===== src/rtl/core/cwls_pkg.sv =====
// ----------------------------------------------------------------------------
// cwls_pkg
// Shared types and constants for the context window line selector.
// ----------------------------------------------------------------------------
package cwls_pkg;

   localparam int MaxContext = 16;
   localparam int CtxWidth   = 5;
   localparam int TagWidth   = 16;
   localparam int SkipWidth  = 24;
   localparam int FillWidth  = $clog2(MaxContext + 1);
   localparam int HeadWidth  = (MaxContext > 1) ? $clog2(MaxContext) : 1;
   localparam int CmpWidth   = (CtxWidth > FillWidth) ? CtxWidth : FillWidth;

   localparam logic [SkipWidth-1:0] SkipMax = {SkipWidth{1'b1}};

   localparam logic ModeEntry = 1'b0;
   localparam logic ModeDrain = 1'b1;

   localparam logic KindEntry = 1'b0;
   localparam logic KindSep   = 1'b1;

   typedef enum logic [2:0] {
      ST_IDLE,
      ST_EVAL,
      ST_SEP,
      ST_ENT,
      ST_DRAIN,
      ST_FIN
   } seq_state_type;

   typedef struct packed {
      logic                 kind;
      logic [TagWidth-1:0]  tag;
      logic                 marked;
      logic [SkipWidth-1:0] skipped;
      logic                 last;
   } result_type;

   typedef struct packed {
      logic                 en;
      logic [HeadWidth-1:0] addr;
      logic [TagWidth-1:0]  tag;
      logic                 mark;
   } mem_wr_type;

   typedef struct packed {
      logic                 show;
      logic [FillWidth-1:0] trail;
      logic [SkipWidth-1:0] skip;
   } track_type;

   function automatic logic [FillWidth-1:0] eff_ctx(input logic [CtxWidth-1:0] c);
      logic [FillWidth-1:0] r;
      if (CmpWidth'(c) >= CmpWidth'(MaxContext)) begin
         r = FillWidth'(MaxContext);
      end else begin
         r = FillWidth'(c);
      end
      return r;
   endfunction

endpackage


===== src/rtl/core/cwls_delay_mem.sv =====
// ----------------------------------------------------------------------------
// cwls_delay_mem
// Delay FIFO storage: one write port, one registered read port.
// ----------------------------------------------------------------------------
module cwls_delay_mem (
   input  logic                           clock,
   input  cwls_pkg::mem_wr_type           wr,
   input  logic [cwls_pkg::HeadWidth-1:0] rd_addr,
   output logic [cwls_pkg::TagWidth-1:0]  rd_tag,
   output logic                           rd_mark
);

   logic [cwls_pkg::TagWidth:0] mem_ff [cwls_pkg::MaxContext];
   logic [cwls_pkg::TagWidth:0] rd_data_ff;

   always_ff @(posedge clock) begin
      if (wr.en) begin
         mem_ff[wr.addr] <= {wr.mark, wr.tag};
      end
      rd_data_ff <= mem_ff[rd_addr];
   end

   assign rd_tag  = rd_data_ff[cwls_pkg::TagWidth-1:0];
   assign rd_mark = rd_data_ff[cwls_pkg::TagWidth];

endmodule


===== src/rtl/core/cwls_step_unit.sv =====
// ----------------------------------------------------------------------------
// cwls_step_unit
// Show/skip decision and trail tracking for one entry leaving the delay stage.
// ----------------------------------------------------------------------------
module cwls_step_unit (
   input  cwls_pkg::track_type            cur,
   input  logic                           mark,
   input  logic [cwls_pkg::FillWidth-1:0] eff,
   output cwls_pkg::track_type            nxt,
   output logic                           emit
);

   logic [cwls_pkg::FillWidth-1:0] trail_up;

   always_comb begin
      emit     = cur.show;
      nxt      = cur;
      trail_up = cur.trail;
      if (cur.show) begin
         nxt.skip = '0;
      end else if (cur.skip != cwls_pkg::SkipMax) begin
         nxt.skip = cur.skip + 1'b1;
      end
      if (eff != '0) begin
         if (mark) begin
            nxt.trail = '0;
         end else begin
            if (cur.trail < eff) begin
               trail_up = cur.trail + 1'b1;
            end
            nxt.trail = trail_up;
            if (trail_up == eff) begin
               nxt.show = 1'b0;
            end
         end
      end
   end

endmodule


===== src/rtl/core/cwls_seq.sv =====
// ----------------------------------------------------------------------------
// cwls_seq
// Sequencer: evaluates one word, pushes/pops the delay FIFO, drains it at
// end of stream and hands results to the output stage.
// ----------------------------------------------------------------------------
module cwls_seq (
   input  logic                           clock,
   input  logic                           reset,
   input  logic                           csr_write_en,
   input  logic [cwls_pkg::CtxWidth-1:0]  csr_write_data,
   input  logic                           req_valid,
   output logic                           req_ready,
   input  logic                           req_mode,
   input  logic [cwls_pkg::TagWidth-1:0]  req_tag,
   input  logic                           req_marked,
   output logic                           res_valid,
   input  logic                           res_ready,
   output cwls_pkg::result_type           res,
   output cwls_pkg::mem_wr_type           mem_wr,
   output logic [cwls_pkg::HeadWidth-1:0] mem_rd_addr,
   input  logic [cwls_pkg::TagWidth-1:0]  mem_rd_tag,
   input  logic                           mem_rd_mark
);

   localparam int FW = cwls_pkg::FillWidth;
   localparam int HW = cwls_pkg::HeadWidth;

   cwls_pkg::seq_state_type state_ff, state_in;

   logic [cwls_pkg::CtxWidth-1:0]  ctx_ff, ctx_in;
   logic [HW-1:0]                  head_ff, head_in;
   logic [FW-1:0]                  fill_ff, fill_in;
   cwls_pkg::track_type            trk_ff, trk_in;
   logic                           mode_ff, mode_in;
   logic [cwls_pkg::TagWidth-1:0]  tag_ff, tag_in;
   logic                           mark_ff, mark_in;
   logic [cwls_pkg::SkipWidth-1:0] sep_cnt_ff, sep_cnt_in;
   logic [cwls_pkg::TagWidth-1:0]  ent_tag_ff, ent_tag_in;
   logic                           ent_mark_ff, ent_mark_in;
   logic                           emit_ent_ff, emit_ent_in;

   logic [FW-1:0]                  eff;
   logic                           ctx_zero;
   logic [FW-1:0]                  head_up;
   logic [HW-1:0]                  head_wrap;
   logic [FW:0]                    pos_sum;
   logic [HW-1:0]                  push_pos;

   cwls_pkg::track_type            ev_trk;
   logic                           ev_sep;
   logic                           ev_pass;
   logic                           ev_full;
   logic [cwls_pkg::TagWidth-1:0]  ev_tag;
   logic                           ev_mark;
   logic                           ev_ent;

   cwls_pkg::track_type            unit_cur, unit_nxt;
   logic                           unit_mark, unit_emit;
   logic                           drain_go;

   assign eff       = cwls_pkg::eff_ctx(ctx_ff);
   assign ctx_zero  = (eff == '0);
   assign head_up   = FW'(head_ff) + 1'b1;
   assign head_wrap = (head_up >= eff) ? '0 : HW'(head_up);
   assign pos_sum   = (FW + 1)'(head_ff) + (FW + 1)'(fill_ff);
   assign push_pos  = (pos_sum >= (FW + 1)'(eff)) ? HW'(pos_sum - (FW + 1)'(eff))
                                                  : HW'(pos_sum);

   // entry evaluation ahead of the shared step unit
   always_comb begin
      ev_trk = trk_ff;
      ev_sep = mark_ff && !trk_ff.show && (trk_ff.skip != '0);
      if (mark_ff) begin
         ev_trk.show  = 1'b1;
         ev_trk.trail = '0;
      end else if (ctx_zero) begin
         ev_trk.show = 1'b0;
      end
      if (ev_sep) begin
         ev_trk.skip = '0;
      end
      ev_full = (fill_ff >= eff);
      if (ctx_zero) begin
         ev_pass = 1'b1;
         ev_tag  = tag_ff;
         ev_mark = mark_ff;
      end else if (!ev_full) begin
         ev_pass = 1'b0;
         ev_tag  = tag_ff;
         ev_mark = mark_ff;
      end else begin
         ev_pass = 1'b1;
         ev_tag  = mem_rd_tag;
         ev_mark = mem_rd_mark;
      end
   end

   always_comb begin
      if (state_ff == cwls_pkg::ST_DRAIN) begin
         unit_cur  = trk_ff;
         unit_mark = mem_rd_mark;
      end else begin
         unit_cur  = ev_trk;
         unit_mark = ev_mark;
      end
   end

   cwls_step_unit u_step (
      .cur  (unit_cur),
      .mark (unit_mark),
      .eff  (eff),
      .nxt  (unit_nxt),
      .emit (unit_emit)
   );

   assign ev_ent   = ev_pass && unit_emit;
   assign drain_go = !unit_emit || res_ready;

   // next state
   always_comb begin
      state_in = state_ff;
      unique case (state_ff)
         cwls_pkg::ST_IDLE: begin
            if (req_valid) begin
               state_in = cwls_pkg::ST_EVAL;
            end
         end
         cwls_pkg::ST_EVAL: begin
            if (mode_ff == cwls_pkg::ModeDrain) begin
               state_in = (fill_ff != '0) ? cwls_pkg::ST_DRAIN : cwls_pkg::ST_FIN;
            end else if (ev_sep) begin
               state_in = cwls_pkg::ST_SEP;
            end else if (ev_ent) begin
               state_in = cwls_pkg::ST_ENT;
            end else begin
               state_in = cwls_pkg::ST_IDLE;
            end
         end
         cwls_pkg::ST_SEP: begin
            if (res_ready) begin
               state_in = emit_ent_ff ? cwls_pkg::ST_ENT : cwls_pkg::ST_IDLE;
            end
         end
         cwls_pkg::ST_ENT: begin
            if (res_ready) begin
               state_in = cwls_pkg::ST_IDLE;
            end
         end
         cwls_pkg::ST_DRAIN: begin
            if (drain_go && (fill_ff == FW'(1))) begin
               state_in = cwls_pkg::ST_FIN;
            end
         end
         cwls_pkg::ST_FIN: begin
            if ((trk_ff.skip == '0) || res_ready) begin
               state_in = cwls_pkg::ST_IDLE;
            end
         end
         default: state_in = cwls_pkg::ST_IDLE;
      endcase
   end

   // datapath and outputs
   always_comb begin
      ctx_in      = ctx_ff;
      head_in     = head_ff;
      fill_in     = fill_ff;
      trk_in      = trk_ff;
      mode_in     = mode_ff;
      tag_in      = tag_ff;
      mark_in     = mark_ff;
      sep_cnt_in  = sep_cnt_ff;
      ent_tag_in  = ent_tag_ff;
      ent_mark_in = ent_mark_ff;
      emit_ent_in = emit_ent_ff;
      mem_wr      = '0;
      res_valid   = 1'b0;
      res         = '0;
      req_ready   = 1'b0;
      unique case (state_ff)
         cwls_pkg::ST_IDLE: begin
            req_ready = 1'b1;
            if (req_valid) begin
               mode_in = req_mode;
               tag_in  = req_tag;
               mark_in = req_marked;
            end
         end
         cwls_pkg::ST_EVAL: begin
            if (mode_ff == cwls_pkg::ModeEntry) begin
               sep_cnt_in  = trk_ff.skip;
               ent_tag_in  = ev_tag;
               ent_mark_in = ev_mark;
               emit_ent_in = ev_ent;
               trk_in      = ev_pass ? unit_nxt : ev_trk;
               if (!ctx_zero) begin
                  mem_wr.en   = 1'b1;
                  mem_wr.tag  = tag_ff;
                  mem_wr.mark = mark_ff;
                  if (!ev_full) begin
                     mem_wr.addr = push_pos;
                     fill_in     = fill_ff + 1'b1;
                  end else begin
                     mem_wr.addr = head_ff;
                     head_in     = head_wrap;
                  end
               end
            end
         end
         cwls_pkg::ST_SEP: begin
            res_valid   = 1'b1;
            res.kind    = cwls_pkg::KindSep;
            res.skipped = sep_cnt_ff;
            res.last    = !emit_ent_ff;
         end
         cwls_pkg::ST_ENT: begin
            res_valid  = 1'b1;
            res.kind   = cwls_pkg::KindEntry;
            res.tag    = ent_tag_ff;
            res.marked = ent_mark_ff;
            res.last   = 1'b1;
         end
         cwls_pkg::ST_DRAIN: begin
            res_valid  = unit_emit;
            res.kind   = cwls_pkg::KindEntry;
            res.tag    = mem_rd_tag;
            res.marked = mem_rd_mark;
            res.last   = (fill_ff == FW'(1));
            if (drain_go) begin
               trk_in  = unit_nxt;
               head_in = head_wrap;
               fill_in = fill_ff - 1'b1;
            end
         end
         cwls_pkg::ST_FIN: begin
            res_valid   = (trk_ff.skip != '0);
            res.kind    = cwls_pkg::KindSep;
            res.skipped = trk_ff.skip;
            res.last    = 1'b1;
            if ((trk_ff.skip == '0) || res_ready) begin
               trk_in  = '0;
               head_in = '0;
               fill_in = '0;
            end
         end
         default: begin
         end
      endcase
      if (csr_write_en) begin
         ctx_in  = csr_write_data;
         head_in = '0;
         fill_in = '0;
      end
   end

   // read the FIFO slot that will be at the head next cycle
   assign mem_rd_addr = head_in;

   always_ff @(posedge clock) begin
      if (reset) begin
         state_ff <= cwls_pkg::ST_IDLE;
         ctx_ff   <= '0;
         head_ff  <= '0;
         fill_ff  <= '0;
         trk_ff   <= '0;
      end else begin
         state_ff <= state_in;
         ctx_ff   <= ctx_in;
         head_ff  <= head_in;
         fill_ff  <= fill_in;
         trk_ff   <= trk_in;
      end
   end

   always_ff @(posedge clock) begin
      mode_ff     <= mode_in;
      tag_ff      <= tag_in;
      mark_ff     <= mark_in;
      sep_cnt_ff  <= sep_cnt_in;
      ent_tag_ff  <= ent_tag_in;
      ent_mark_ff <= ent_mark_in;
      emit_ent_ff <= emit_ent_in;
   end

endmodule


===== src/rtl/core/context_window_line_selector_top.sv =====
// ----------------------------------------------------------------------------
// context_window_line_selector_top
// Shows matched log entries with surrounding context, emits separators
// carrying skip counts, and drains the delay FIFO at end of stream.
//
//   channel   ports      direction   word
//   req       req_*      in          mode, entry tag, entry marked
//   rsp       rsp_*      out         kind, tag, marked, skip count, last
//   csr       csr_*      in          context_lines, no wait, no read-back
//
// An entry word passes the accept and evaluate steps of the sequencer,
// then one result step per result (up to 2): separator, entry or both.
// An end-of-stream word pops one entry per cycle, unless a shown entry
// stalls, via the registered read port, then the closing separator step.
// Synchronous reset clears control state; FIFO contents are not cleared.
// A low rsp_ready holds the sequencer at the pending result.
// ----------------------------------------------------------------------------
module context_window_line_selector_top (
   input  logic                                clock,
   input  logic                                reset,
   input  logic                                csr_write_en,
   input  logic [cwls_pkg::CtxWidth-1:0]       csr_write_data,
   input  logic                                req_valid,
   output logic                                req_ready,
   input  logic                                req_mode,
   input  logic [cwls_pkg::TagWidth-1:0]       req_entry_tag,
   input  logic                                req_entry_marked,
   output logic                                rsp_valid,
   input  logic                                rsp_ready,
   output logic                                rsp_kind,
   output logic [cwls_pkg::TagWidth-1:0]       rsp_shown_tag,
   output logic                                rsp_shown_marked,
   output logic [cwls_pkg::SkipWidth-1:0]      rsp_skipped_count,
   output logic                                rsp_last
);

   cwls_pkg::result_type            res;
   logic                            res_valid;
   logic                            res_ready;
   cwls_pkg::mem_wr_type            mem_wr;
   logic [cwls_pkg::HeadWidth-1:0]  mem_rd_addr;
   logic [cwls_pkg::TagWidth-1:0]   mem_rd_tag;
   logic                            mem_rd_mark;

   cwls_pkg::result_type            rsp_ff, rsp_in;
   logic                            rsp_valid_ff, rsp_valid_in;

   cwls_seq u_seq (
      .clock          (clock),
      .reset          (reset),
      .csr_write_en   (csr_write_en),
      .csr_write_data (csr_write_data),
      .req_valid      (req_valid),
      .req_ready      (req_ready),
      .req_mode       (req_mode),
      .req_tag        (req_entry_tag),
      .req_marked     (req_entry_marked),
      .res_valid      (res_valid),
      .res_ready      (res_ready),
      .res            (res),
      .mem_wr         (mem_wr),
      .mem_rd_addr    (mem_rd_addr),
      .mem_rd_tag     (mem_rd_tag),
      .mem_rd_mark    (mem_rd_mark)
   );

   cwls_delay_mem u_mem (
      .clock   (clock),
      .wr      (mem_wr),
      .rd_addr (mem_rd_addr),
      .rd_tag  (mem_rd_tag),
      .rd_mark (mem_rd_mark)
   );

   assign res_ready = !rsp_valid_ff || rsp_ready;

   always_comb begin
      rsp_in       = rsp_ff;
      rsp_valid_in = rsp_valid_ff;
      if (res_ready) begin
         rsp_valid_in = res_valid;
         if (res_valid) begin
            rsp_in = res;
         end
      end
   end

   always_ff @(posedge clock) begin
      if (reset) begin
         rsp_valid_ff <= 1'b0;
      end else begin
         rsp_valid_ff <= rsp_valid_in;
      end
   end

   always_ff @(posedge clock) begin
      rsp_ff <= rsp_in;
   end

   assign rsp_valid         = rsp_valid_ff;
   assign rsp_kind          = rsp_ff.kind;
   assign rsp_shown_tag     = rsp_ff.tag;
   assign rsp_shown_marked  = rsp_ff.marked;
   assign rsp_skipped_count = rsp_ff.skipped;
   assign rsp_last          = rsp_ff.last;

endmodule


===== config.mk =====
export PLATFORM = sky130hd
export DESIGN_NAME = context_window_line_selector_top
export DESIGN_NICKNAME = d
export VERILOG_FILES = /design/src/rtl/core/cwls_pkg.sv /design/src/rtl/core/cwls_delay_mem.sv /design/src/rtl/core/cwls_step_unit.sv /design/src/rtl/core/cwls_seq.sv /design/src/rtl/core/context_window_line_selector_top.sv
export SDC_FILE = /design/constraint.sdc
export NUM_CORES = 1
export LEC_CHECK = 0
export CORE_MARGIN = 2
export CORE_UTILIZATION = 57
export DETAILED_ROUTE_END_ITERATION = 10
export DONT_BUFFER_PORTS = 1
export GPL_TIMING_DRIVEN = 0
export PLACE_DENSITY = 0.74
export SLEW_MARGIN = 20
export SYNTH_ARGS = -nofsm -noshare
export SYNTH_HDL_FRONTEND = slang
export SYNTH_HIERARCHICAL = 1
export SYNTH_SLANG_ARGS = --single-unit

===== constraint.sdc =====
create_clock -name clock -period 4.65 [get_ports clock]
set_clock_uncertainty 0.1 [all_clocks]
set_input_delay 0.465 -clock clock [delete_from_list [all_inputs] [get_ports clock]]
set_output_delay 0.465 -clock clock [all_outputs]
set_load 0.02 [all_outputs]

==> results.md, run 1 <==
* Maximum vdd drop at 0.000286 V
* Final Non-Filler Cells at 1800
* Fin. Hold Viols at 0
* Hold slack at between 0.015 and 0.02 ns
* Drc violations at 0
* Req. time, crit path at between 4 and 5 ns
* Max stage delay on crit path at 0.55 ns
* Nets at approximately 1400
* Post-synthesis sequential area ratio at roughly 66%
* Final Core Density at between 60 and 70%
* Xor-xnor portion of the synthesized cell area at around 1.1%
* Leak pwr at between 7 and 8 nW
* Most Frequent Cell on Critical Path: fa_1
* Starting Density at 58.2%
* Layout Area Growth over Synthesis at 14.5%
* CTS buffer count at 44
* Synth Instances at between 1000 and 1500
* Diodes inserted at 0
* Power Dens Cells at approximately 460 nW/um^2
* RD Place Congestion at about 0.90
* FFs w/ async S/R, synth at 0%
* Status: finished clean
* DR pass1 iterations at 5
* Tot GR Track Use at around a quarter
* Number of max-cap violations at 0
* Final min period at 4.50 ns
* Total power at ~10 mW
* CTS Buffer Depth at 3
* Area share of fa/ha/maj cells after synthesis at between 2 and 2.5%
* Vias/cell at ~6.3
* Ys Warns at 6
* Yosys reg bits at 440
* CP Launch Type: flop
* Pin count of the biggest net entering global routing at 52
* RSZ-0062 raised after global routing: yes
* Number of enable flip-flop cells after synthesis at about 380
* Clock sink total at 440
* Core Area at 32700 sq um
* Tcrit/Tclk final at between 90% and 100%
* CP bufs+invs at 2
* Net count after synthesis at ~1300
* DIE HEIGHT at approximately 190 um
* Skew-Pair Late Insertion Delay at 0.55 ns
* Fmax at 0.222 GHz
* Simple-gate area share of the yosys netlist at ~8.4%
* Critical path, cell by cell: inv_1 -> fa_1 -> fa_1 -> a21boi_0 -> o21ai_0 -> nand2_1 -> o311ai_1 -> mux2_2 -> a22o_1 -> nand3b_1 -> nor2_4 -> buf_8
* Placed Cells at ~1700
* Worst-path clk slew at ~0.06 ns
* Slew headroom at 25.9%
* Vias in the first global route at 11153
* Most used DFF post-synth: edfxtp_1
* Share of cells above drive strength 1 at 21.7%
* Synth area leader: edfxtp_1
* Port-buffer cells at 0
* 1st-iter DRT viols at ~1000
* Global-route wire length before repair at 64400 um
* Total number of vias at around 11000
* Total routed wirelength at approximately 42000 um
* Yosys top cell area share at 59.2%
* Worst setup EP type: flop
* Root buf cell: clkbuf_16
* Area contributors post-synth: edfxtp_1 (59%), mux4_2 (7.8%), dfxtp_1 (6.8%)
* WS Path Type: reg -> reg
* Largest family of logic cells by synthesized area: multiplexers
* Tightest Pin Transition at between 1 and 1.5 ns
* Critical Path Slowest Stage Cell: fa_1
* Synth unique cells at 85
* DP Wirelength at between 20000 and 30000 um
* Full die area at 34900 sq um
* Final Slew Violations at 0
* Row Count at 66
* Highest net fanout along the worst path at 9
* Synthesized cell area at 19000 sq um
* Htree depth at 2
* DR WL/cell at about 23 um
* Die X at 187 um
* Final setup vio count at 0
* Initial antenna violation count at 1
* # IOs at 73
* Mux contribution to synthesized area at ~10%
* CP arrival at about 4.7 ns
* Compound-cell area share of the yosys netlist at roughly a tenth
* Syn avg cell area at about 16 sq um
* CTS tree: done
* HP Class: in -> reg
* Antenna-violating nets left at 0
* Crit path max-delay family: simple AND/OR/NAND/NOR gates
* Total grt overflow at 0
-- layout make-up --
cell class | count | area [sq um]
Timing Repair Buffer | 56 | 562
Clock inverter | 19 | 159
Fill cell | 2206 | 10900
Multi-Input combinational cell | 687 | 6200
Tap cell | 442 | 553
Buffer | 62 | 374
Inverter | 31 | 116
Sequential cell | 440 | 12600
Clock buffer | 63 | 1260
-- worst reg2reg max path, cell delays in order (launching register included) --
cell	delay [ns]
dfxtp_1	0.46
inv_1	0.19
fa_1	0.55
fa_1	0.44
a21boi_0	0.15
o21ai_0	0.18
nand2_1	0.07
o311ai_1	0.22
mux2_2	0.41
a22o_1	0.30
nand3b_1	0.46
nor2_4	0.48
buf_8	0.21
-- synth_stat cells (13+ instances only) --
cell,instances
edfxtp_1,375
a22o_1,73
mux4_2,66
dfxtp_1,65
nor2_1,58
nand2_1,49
and2_1,44
clkbuf_1,36
a22oi_1,35
a21oi_1,32
inv_1,31
ha_1,29
mux2_2,26
nor3_1,23
o21ai_0,21
and3_1,20
buf_2,16
nor2b_1,14
a21o_1,13
nand3_1,13
xnor2_1,13
-- through the flow --
step	area (sq um)	setup WS [ns]	TNS, ns
after floorplan	19000	0.0208	0
after global placement	19600	-1.16	-204.29
after detailed placement	19800	-1.13	-19.46
after CTS	21600	0.00758	0
after global routing	21800	-0.0488	-0.575
final	21800	0.146	0
-- power breakdown --
group / internal (mW) / leakage (nW) / switching, mW
registers: 4.72 / 4.18 / 0.232
clock network: 2.00 / 0.688 / 1.44
logic: 0.612 / 2.83 / 1.09
-- layer usage --
layer | vias up | GRT usage, % | routed length (um)
met5 | - | 0 | 0
met4 | 0 | 7.97 | 1230
met3 | 86 | 4.65 | 2790
met2 | 440 | 41.1 | 21200
met1 | 5701 | 31.0 | 16900
li1 | 5064 | - | -
-- logic make-up after synthesis --
| logic type | after synthesis |
|---|---|
| flip-flops | 440 |
| AND/OR/NAND/NOR | 289 |
| AO/OA/AOI/OAI | 237 |
| multiplexers | 106 |
| buffers and inverters | 97 |
| adder cells (fa/ha/maj) | 31 |
| XOR/XNOR | 24 |
-- layout by cell type, fill, tap and decap left out, types with 10 or more instances in the layout --
cell and instances:
edfxtp_1 375, a22o_1 72, mux4_2 66, dfxtp_1 62
nand2_1 48, clkbuf_16 47, nor2_1 45, and2_1 44
clkbuf_1 37, a21oi_1 32, inv_1 31, ha_1 29
mux2_2 26, buf_4 25, dlygate4sd3_1 23, a22oi_1 23
o21ai_0 20, and3_1 20, buf_6 18, nor3_1 18
nor2b_1 14, nand3_1 13, a21o_1 13, xnor2_1 13
a22oi_2 12, nand4_1 11, mux2i_1 11, xor2_1 11
buf_2 10
-- repair_timing --
action | 4_1_cts | 5_1_grt
hold buffers | 23 | 0
setup endpoints to repair | 64 | 93
buffers inserted | 3 | 14
pin swaps | 2 | 7
cloned | 0 | 0
resized for setup | 41 | 15
hold endpoints to repair | 23 | 0
-- registers in the layout (all words and copies together) (netlist names), 3 cells and up --
register,count
rsp_shown_tag,16
rsp_skipped_count,24
u_mem/mem_ff,272
u_mem/rd_data_ff,17
u_seq/ctx_ff,5
u_seq/ent_tag_ff,16
u_seq/fill_ff,5
u_seq/head_ff,4
u_seq/sep_cnt_ff,24
u_seq/state_ff,3
u_seq/tag_ff,16
u_seq/trk_ff,30
-- final timing paths --
check | cells past startpoint | from | to | slack [ns]
min reg2reg | 2 | u_seq/trk_ff[24] | u_seq/trk_ff[24] | 0.40
max | 12 | u_seq/fill_ff[1] | u_mem/mem_ff[5][0] | 0.15
max reg2reg | 12 | u_seq/fill_ff[1] | u_mem/mem_ff[5][0] | 0.15
min | 2 | csr_write_data[1] | u_seq/ctx_ff[1] | 0.02
No activity file was read; power rests on OpenSTA's default activity.
==> run 2, diff against run 1 <==
--- a/config.mk
+++ b/config.mk
@@ -6,11 +6,11 @@
 export NUM_CORES = 1
 export LEC_CHECK = 0
 export CORE_MARGIN = 2
-export CORE_UTILIZATION = 57
+export CORE_UTILIZATION = 25
 export DETAILED_ROUTE_END_ITERATION = 10
 export DONT_BUFFER_PORTS = 1
 export GPL_TIMING_DRIVEN = 0
-export PLACE_DENSITY = 0.74
+export PLACE_DENSITY = 0.39
 export SLEW_MARGIN = 20
 export SYNTH_ARGS = -nofsm -noshare
 export SYNTH_HDL_FRONTEND = slang
==> run 2 against run 1 <==
  * Combinational power is 8% higher
  * Largest power group unchanged
  * Sequential cell count is the same
  * Critical path type unchanged
  * Count of clock-buffer cells in the layout rose by 9
  * Critical path depth grew 5
  * Cell count up 30%
  * Highest routed layer is now met5
==> results.md, run 2 (same netlist as run 1, synthesis figures left out) <==
* Combinational share of power at 17.8% (+0.9 points)
* Tcrit/Tclk final at 97.1% (+0.19 points)
* CTS Buffer Depth at 3 (unchanged)
* Internal at 7.38 mW (+0.76%)
* Vias in the first global route at 11448 (+2.6%)
* RR Startpoint: u_seq/ctx_ff[4]
* Largest register FFs at 272 (unchanged)
* Fmax at 0.222 GHz (-0.20%)
* Power Dens Cells at 457 nW/um^2 (-1.3%)
* Critical path, cell by cell: or4_4 -> or2_4 -> clkbuf_8 -> o21ai_4 -> nand2_4 -> buf_4 -> and2_1 -> o31ai_4 -> and2_4 -> buf_6 -> o21ai_2 -> mux2_2 -> buf_6 -> buf_8 -> mux4_2 -> a22oi_2 -> nand2_1
* Total power at 10.4 mW (+2.8%)
* Root buf cell: clkbuf_16
* Port-buffer cells at 0 (unchanged)
* Seq pwr share at 47.8% (-1.2 points)
* Status: finished clean
* DP Wirelength at 35000 um (+23%)
* Global-route wire length before repair at 76700 um (+19%)
* CP arrival at 4.84 ns (+0.19 ns)
* Nets at 1386 (+0.36%)
* Req. time, crit path at 4.98 ns (+0.19 ns)
* Layout Area Growth over Synthesis at 19.3%
* Final min period at 4.51 ns (+0.00898 ns)
* Starting Density at 25.1% (-33 points)
* CP Launch Type: flop
* Worst-path clk slew at 0.06 ns (about the same)
* Fillers at 7450 (+240%)
* Most Frequent Cell on Critical Path: buf_6
* DR pass1 iterations at 8 (+3)
* CTS buffer count at 49 (+11%)
* Most frequent cells in the layout: edfxtp_1 (375), a22o_1 (73), mux4_2 (67)
* Die X at 280 um (+50%)
* Sw power at 2.99 mW (+8.1%)
* Min-Delay Startpoint: rsp_ready
* Critical Path Slowest Stage Cell: or4_4
* Total grt overflow at 0 (unchanged)
* Sw Ratio at 28.8% (+1.4 points)
* Initial antenna violation count at 1 (unchanged)
* CTS tree: done
* Number of max-cap violations at 0 (unchanged)
* Row Count at 101 (+53%)
* Vias/cell at 4.75 (-24%)
* Leak pwr at 7.74 nW (+0.55%)
* Tot GR Track Use at 13.2% (-11 points)
* Maximum vdd drop at 0.000272 V (-5.0%)
* Drc violations at 0 (unchanged)
* DIE HEIGHT at 280 um (+50%)
* Total routed wirelength at 51900 um (+23%)
* Clock power frac at 34.4% (+0.3 points)
* Worst Reg-to-Reg Cells at 17 (+5)
* Diodes inserted at 0 (unchanged)
* Biggest register: u_mem/mem_ff
* WS Path Type: reg -> reg
* Pin count of the biggest net entering global routing at 44 (-15%)
* # IOs at 73 (unchanged)
* RD Place Congestion at 0.812 (-9.6%)
* Crit path launch: u_seq/ctx_ff[4]
* Core Area at 75700 sq um (+130%)
* Share of cells above drive strength 1 at 22.1% (+0.40 points)
* Clock sink total at 440 (unchanged)
* Antenna-violating nets left at 0 (unchanged)
* Fin. Hold Viols at 0 (unchanged)
* Final Non-Filler Cells at 2343 (+30%)
* Full die area at 78300 sq um (+120%)
* Largest regs: u_mem/mem_ff (272), u_seq/trk_ff (30)
* DR WL/cell at 22.2 um (-5.2%)
* CP bufs+invs at 5 (+3)
* HP Class: in -> reg
* Tightest Pin Transition at 0.837 ns (-0.275 ns)
* Slew headroom at 43.8% (+18 points)
* Final Core Density at 30.0% (-37 points)
* Worst setup EP type: flop
* Htree depth at 2 (unchanged)
* Highest net fanout along the worst path at 10 (+1)
* Skew-Pair Late Insertion Delay at 0.59 ns (+0.04 ns)
* RSZ-0062 raised after global routing: yes
* Worst reg-to-reg setup slack at 0.14 ns (about the same)
* Max stage delay on crit path at 0.55 ns (about the same)
* Final setup vio count at 0 (unchanged)
* Total number of vias at 11130 (-1.4%)
* Crit path max-delay family: simple AND/OR/NAND/NOR gates
* Commonest non-fill, non-tap cell in the layout: edfxtp_1
* RR Endpoint: u_mem/rd_data_ff[16]
* Hold path endpoint: rsp_valid
* Final Slew Violations at 0 (unchanged)
* Placed Cells at 2210 (+31%)
* 1st-iter DRT viols at 799 (-20%)
* Hold Path Stages at 2 (unchanged)
run 2: stage by stage:
| stage | cell area (sq um) | setup TNS (ns) | worst slack, ns | hold slack [ns] |
|---|---|---|---|---|
| finish | 22700 | 0 | 0.137 | 0.0450 |
| global route | 22700 | -0.0779 | -0.0359 | 0.0249 |
| CTS | 22600 | 0 | 0.000370 | 0.000823 |
| detailed placement | 20500 | -45.05 | -1.81 | 0.391 |
| global placement | 20300 | -417.00 | -2.00 | 0.385 |
| floorplan | 19000 | 0 | 0.0208 | 0.368 |
run 2: metal layers:
metal	global-route usage [%]	wire, um
met1	17.6	23700
met2	22.4	25200
met3	2.33	2000
met4	3.02	1000
met5	0	12
run 2: layout make-up:
class | instances | area (sq um) | share of cell area, %
multi-input cells | 687 | 6260 | 27.6
flip-flops and latches | 440 | 12600 | 55.4
clock buffers | 72 | 1320 | 5.83
well taps | 978 | 1220 | 5.39
inverters | 31 | 116 | 0.513
repair buffers | 56 | 678 | 2.99
plain buffers | 62 | 402 | 1.77
clock inverters | 17 | 121 | 0.535
run 2: how the worst max path moves through the flow:
stage	slack [ns]	endpoint	cells past startpoint
2_1_floorplan	0.02	u_mem/mem_ff[8][0]	12
3_3_place_gp	-2.00	u_mem/mem_ff[8][12]	12
3_5_place_dp	-1.81	u_mem/rd_data_ff[15]	19
4_1_cts	0.0004	u_mem/rd_data_ff[9]	16
5_1_grt	-0.04	u_mem/rd_data_ff[14]	18
6_report	0.14	u_mem/rd_data_ff[16]	17
run 2: power by group through the flow:
stage	Sequential [mW]	Combinational, mW	Clock, mW
2_1_floorplan	4.96	1.21	0
3_3_place_gp	5.05	1.76	0
3_5_place_dp	5.03	1.80	0
4_1_cts	4.97	1.85	3.70
5_1_grt	4.99	2.04	3.83
6_report	4.96	1.85	3.57
run 2: timing repair:
action / CTS / global route
endpoints found under the setup margin: 246 / 70
resized for setup: 46 / 20
setup buffers: 19 / 5
endpoints found under the hold margin: 24 / 0
pin swaps: 14 / 5
hold buffers: 24 / 0
run 2: worst register-to-register path, stage by stage, from the launching register on:
cell and delay (ns):
dfxtp_4 0.38, or4_4 0.55, or2_4 0.29, clkbuf_8 0.19
o21ai_4 0.18, nand2_4 0.09, buf_4 0.17, and2_1 0.18
o31ai_4 0.23, and2_4 0.19, buf_6 0.14, o21ai_2 0.10
mux2_2 0.31, buf_6 0.14, buf_8 0.16, mux4_2 0.47
a22oi_2 0.30, nand2_1 0.17
